`src/lbs_fifo.sv`:
```
// Small first-in first-out queue of flat words.
// No dependencies.
module lbs_fifo #(
   parameter int WIDTH = 8,
   parameter int DEPTH = 4
) (
   input  logic             clock,
   input  logic             reset,
   input  logic             push,
   input  logic [WIDTH-1:0] push_data,
   output logic             full,
   input  logic             pop,
   output logic             empty,
   output logic [WIDTH-1:0] pop_data
);
   localparam int PW = (DEPTH > 1) ? $clog2(DEPTH) : 1;
   localparam int CW = $clog2(DEPTH + 1);

   logic [WIDTH-1:0] data_ff [0:DEPTH-1];
   logic [PW-1:0] wr_ptr_ff, wr_ptr_in, rd_ptr_ff, rd_ptr_in;
   logic [CW-1:0] count_ff, count_in;
   logic do_push, do_pop;

   assign full     = (count_ff == CW'(DEPTH));
   assign empty    = (count_ff == '0);
   assign do_push  = push && !full;
   assign do_pop   = pop && !empty;
   assign pop_data = data_ff[rd_ptr_ff];

   always_comb begin
      wr_ptr_in = wr_ptr_ff;
      rd_ptr_in = rd_ptr_ff;
      count_in  = count_ff;
      if (do_push) begin
         wr_ptr_in = (wr_ptr_ff == PW'(DEPTH - 1)) ? '0 : wr_ptr_ff + 1'b1;
      end
      if (do_pop) begin
         rd_ptr_in = (rd_ptr_ff == PW'(DEPTH - 1)) ? '0 : rd_ptr_ff + 1'b1;
      end
      if (do_push && !do_pop) count_in = count_ff + 1'b1;
      else if (do_pop && !do_push) count_in = count_ff - 1'b1;
   end

   always_ff @(posedge clock) begin
      if (reset) begin
         wr_ptr_ff <= '0;
         rd_ptr_ff <= '0;
         count_ff  <= '0;
      end else begin
         wr_ptr_ff <= wr_ptr_in;
         rd_ptr_ff <= rd_ptr_in;
         count_ff  <= count_in;
      end
   end

   always_ff @(posedge clock) begin
      if (do_push) data_ff[wr_ptr_ff] <= push_data;
   end
endmodule

```
`config.mk`:
```
export PLATFORM = sky130hd
export DESIGN_NAME = lbs_fifo
export DESIGN_NICKNAME = d
export VERILOG_FILES = /design/src/lbs_fifo.sv
export SDC_FILE = /design/constraint.sdc
export NUM_CORES = 1
export LEC_CHECK = 0
export BUFFER_PORTS_ARGS = -buffer_cell sky130_fd_sc_hd__buf_2
export CORE_ASPECT_RATIO = 0.75
export CORE_MARGIN = 5
export CORE_UTILIZATION = 58
export CTS_BUF_LIST = sky130_fd_sc_hd__clkbuf_4
export DETAILED_ROUTE_END_ITERATION = 8
export HOLD_SLACK_MARGIN = 0.12
export PLACE_DENSITY = 0.79
export SKIP_LAST_GASP = 1
export SYNTH_ARGS = -nofsm -noshare
export SYNTH_HDL_FRONTEND = slang
export SYNTH_SLANG_ARGS = --single-unit
```
`constraint.sdc`:
```
create_clock -name clock -period 2.3 [get_ports clock]
set_input_delay 0.115 -clock clock [delete_from_list [all_inputs] [get_ports clock]]
set_output_delay 0.115 -clock clock [all_outputs]
set_load 0.005 [all_outputs]
```
==> flow_metrics.env <==
export IMPL_grt_ovfl_total=0
export IMPL_clock_sinks=41
export IMPL_finalSetupViolations=0
export IMPL_fp_row_count=16
export IMPL_maxCapViolCount=0
export IMPL_syn_to_final_growth_pct=20.4
export IMPL_fill_cells=166
export IMPL_post_place_ws_ps=41.1
export IMPL_period_share=0.952
export IMPL_cts_buffers=5
export IMPL_p_seq_frac=0.519
export IMPL_drtAntennaViolNets=0
export IMPL_die_width_um=71.5
export IMPL_netlist_top_cells_area="edfxtp_1 (58%), dfxtp_1 (11%), mux4_2 (11%), ha_1 (4.6%), and3_2 (1.8%)"
export IMPL_synth_seq_cells=41
export IMPL_fin_nets=146
export IMPL_cp_end_kind="flop"
export IMPL_clock_fmax_mhz=457
export IMPL_fin_tns_setup_ps=0
export IMPL_first_pass_iters=4
export IMPL_track_usage=0.159
export IMPL_status="finished clean"
export IMPL_synth_top_area_cell="edfxtp_1"
export IMPL_critPathLaunchType="flop"
export IMPL_min_period_ps=2190
export IMPL_clkPwrFrac=0.232
export IMPL_viasPerCell=5.48
export IMPL_ys_warn_count=0
export IMPL_ios=22
export IMPL_slew_violations=0
export IMPL_p_sw_frac=0.271
export IMPL_ys_seq_area_frac=0.694
export IMPL_setup_ws_ps=111
export IMPL_pwr_share_comb=0.249
export IMPL_diodes=0
export IMPL_clkSlewWorstSetupHoldPaths_ps=110
export IMPL_skew_ps=13.9
export IMPL_ir_drop_mv=0.629
export IMPL_multi_input_area_sq_um=475
export IMPL_die_h_um=56.1
export IMPL_critPathArrivalTime_ps=2450
export IMPL_drcViolationCount=0
export IMPL_cts_root_buf="clkbuf_4"
export IMPL_syn_num_nets=111
export IMPL_place_gp_congestion=0.760
export IMPL_hold_class="input port to flop"
export IMPL_synthCells=92
export IMPL_worstSetupPathType="flop to flop"
export IMPL_postCtsSetupRepairBufs=0
export IMPL_cts_max_path_buffers=2
export IMPL_die_area_sq_um=4010
export IMPL_power_density_nw_per_um2=980
export IMPL_required_ps=2560
export IMPL_place_detailed_hpwl_um=1880
export IMPL_clock_latency_ps=340
export IMPL_core_sq_um=2660
export IMPL_start_util=0.618
export IMPL_avgSynthCellArea_sq_um=17.9
export IMPL_ys_types=26
export IMPL_grt_setup_unrepaired="false"
export IMPL_drive_above_1_share=0.398
export IMPL_port_buffer_count=21
export IMPL_crit_fanout=5
export IMPL_grt_max_degree=13
export IMPL_leakagePower_nw=0.739
export IMPL_drt_iter0_drc=36
export IMPL_wl_um=2950
export IMPL_internal_power_w=0.00142
export IMPL_vias=898
export IMPL_cts_tree="done"
export IMPL_worst_slew_pin_transition_ps=559
export IMPL_synth_area_sq_um=1650
export IMPL_hold_violations=0
export IMPL_seq_area_sq_um=1140
export IMPL_cts_htree_levels=2
export IMPL_antenna_found_initial=0
export IMPL_yosys_area_top_type_share=0.584
export IMPL_power_switching_w=0.000525
export IMPL_slew_headroom=0.627
export IMPL_wire_per_inst_um=18.0
export IMPL_first_global_vias=943
export IMPL_grt_pass1_wl_um=4750
[logic make-up after synthesis]
| family | count (synthesis) | share of synthesized area |
|---|---|---|
| DFF | 41 | 0.694 |
| and+or+nand+nor | 16 | 0.0570 |
| muxes | 10 | 0.122 |
| buffers and inverters | 9 | 0.0289 |
| AOI/OAI and AO/OA | 7 | 0.0304 |
| adders and majority gates | 7 | 0.0578 |
| xor gates and xnor gates | 2 | 0.0106 |
[state kept, by name, indices dropped and copies added, names as in the netlist, named ones only]
register	cells
count_ff	3
data_ff	32
wr_ptr_ff	2
rd_ptr_ff	2
[final cells by class]
cell class	instances	area share
repair buffers	32	0.107
clock inverters	2	0.0171
well taps	36	0.0227
multi-input cells	42	0.240
flip-flops and latches	41	0.578
inverters	5	0.0120
clock buffers	6	0.0227
[metrics by stage]
| stage | power, W | util | hold slack, ps | cell area (sq um) | instances |
|---|---|---|---|---|---|
| 2_1_floorplan | 0.00131 | - | 214 | 1650 | 92 |
| 6_report | 0.00194 | 0.744 | 194 | 1980 | 164 |
| 4_1_cts | 0.00193 | 0.735 | 195 | 1960 | 164 |
| 3_5_place_dp | 0.00146 | 0.668 | 334 | 1780 | 146 |
| 3_3_place_gp | 0.00144 | 0.668 | 325 | 1780 | 146 |
| 5_1_grt | 0.00205 | 0.744 | 206 | 1980 | 164 |
[worst max-delay path, stage by stage, from the launching register on]
cell      delay [ps]
dfxtp_2          370
or3b_4           260
clkinv_4          60
nor2_4           110
ha_2             200
inv_1             50
fa_1             370
xor2_1           170
or3_2            410
a21oi_1          140
[power by group through the flow]
stage / clock network [W] / registers, W / logic (W)
after global routing: 0.000491 / 0.00103 / 0.000535
after global placement: 0 / 0.00101 / 0.000430
after detailed placement: 0 / 0.00101 / 0.000447
after floorplan: 0 / 0.000960 / 0.000346
after CTS: 0.000461 / 0.000998 / 0.000466
final: 0.000450 / 0.00101 / 0.000484
[path summary, 6_finish.rpt]
kind,slack (ps),startpoint,endpoint,depth (start not counted)
setup / recovery,110,count_ff[2]$_SDFFE_PP0P_,count_ff[2]$_SDFFE_PP0P_,9
hold / removal,190,pop,rd_ptr_ff[1]$_SDFFE_PP0P_,4
setup reg to reg,110,count_ff[2]$_SDFFE_PP0P_,count_ff[2]$_SDFFE_PP0P_,9
hold reg to reg,540,wr_ptr_ff[1]$_SDFFE_PP0P_,wr_ptr_ff[1]$_SDFFE_PP0P_,2
[synth_stat cells (all sizes together)]
cell type and instances:
mux2i 2, clkinv 1, xor2 2, o21ai 2, fa 1, or3b 1
nor2 4, mux4 8, and3 4, edfxtp 32, clkbuf 1, o31ai 2
nand2 1, a21oi 3, or3 2, buf 3, inv 4, nor3 2
nand3 2, ha 6, dfxtp 9
[per-layer routing]
metal / share of wire / wire length, um / track usage / vias up
li1: - / - / - / 421
met4: 0.023 / 68 / 0.0375 / 0
met2: 0.53 / 1570 / 0.268 / 27
met1: 0.39 / 1150 / 0.195 / 442
met3: 0.055 / 162 / 0.0560 / 8
met5: 0 / 0 / 0 / -
[cell usage in the layout (no fill, tap or decap), drive strengths merged]
cell type / count
a21oi: 3
and3: 4
buf: 22
bufinv: 1
clkbuf: 6
clkinv: 2
dfxtp: 9
dlygate4sd3: 10
edfxtp: 32
fa: 1
ha: 6
inv: 4
mux2i: 2
mux4: 8
nand2: 1
nand3: 2
nor2: 4
nor3: 2
o21ai: 2
o31ai: 2
or3: 2
or3b: 1
xor2: 2
[timing repair]
| item | 4_1_cts | 5_1_grt |
|---|---|---|
| gates resized for setup | 0 | 7 |
| hold endpoints to repair | 41 | 0 |
| setup endpoints to repair | 0 | 1 |
| hold buffers | 10 | 0 |
Power figures use the tool's default switching activity.
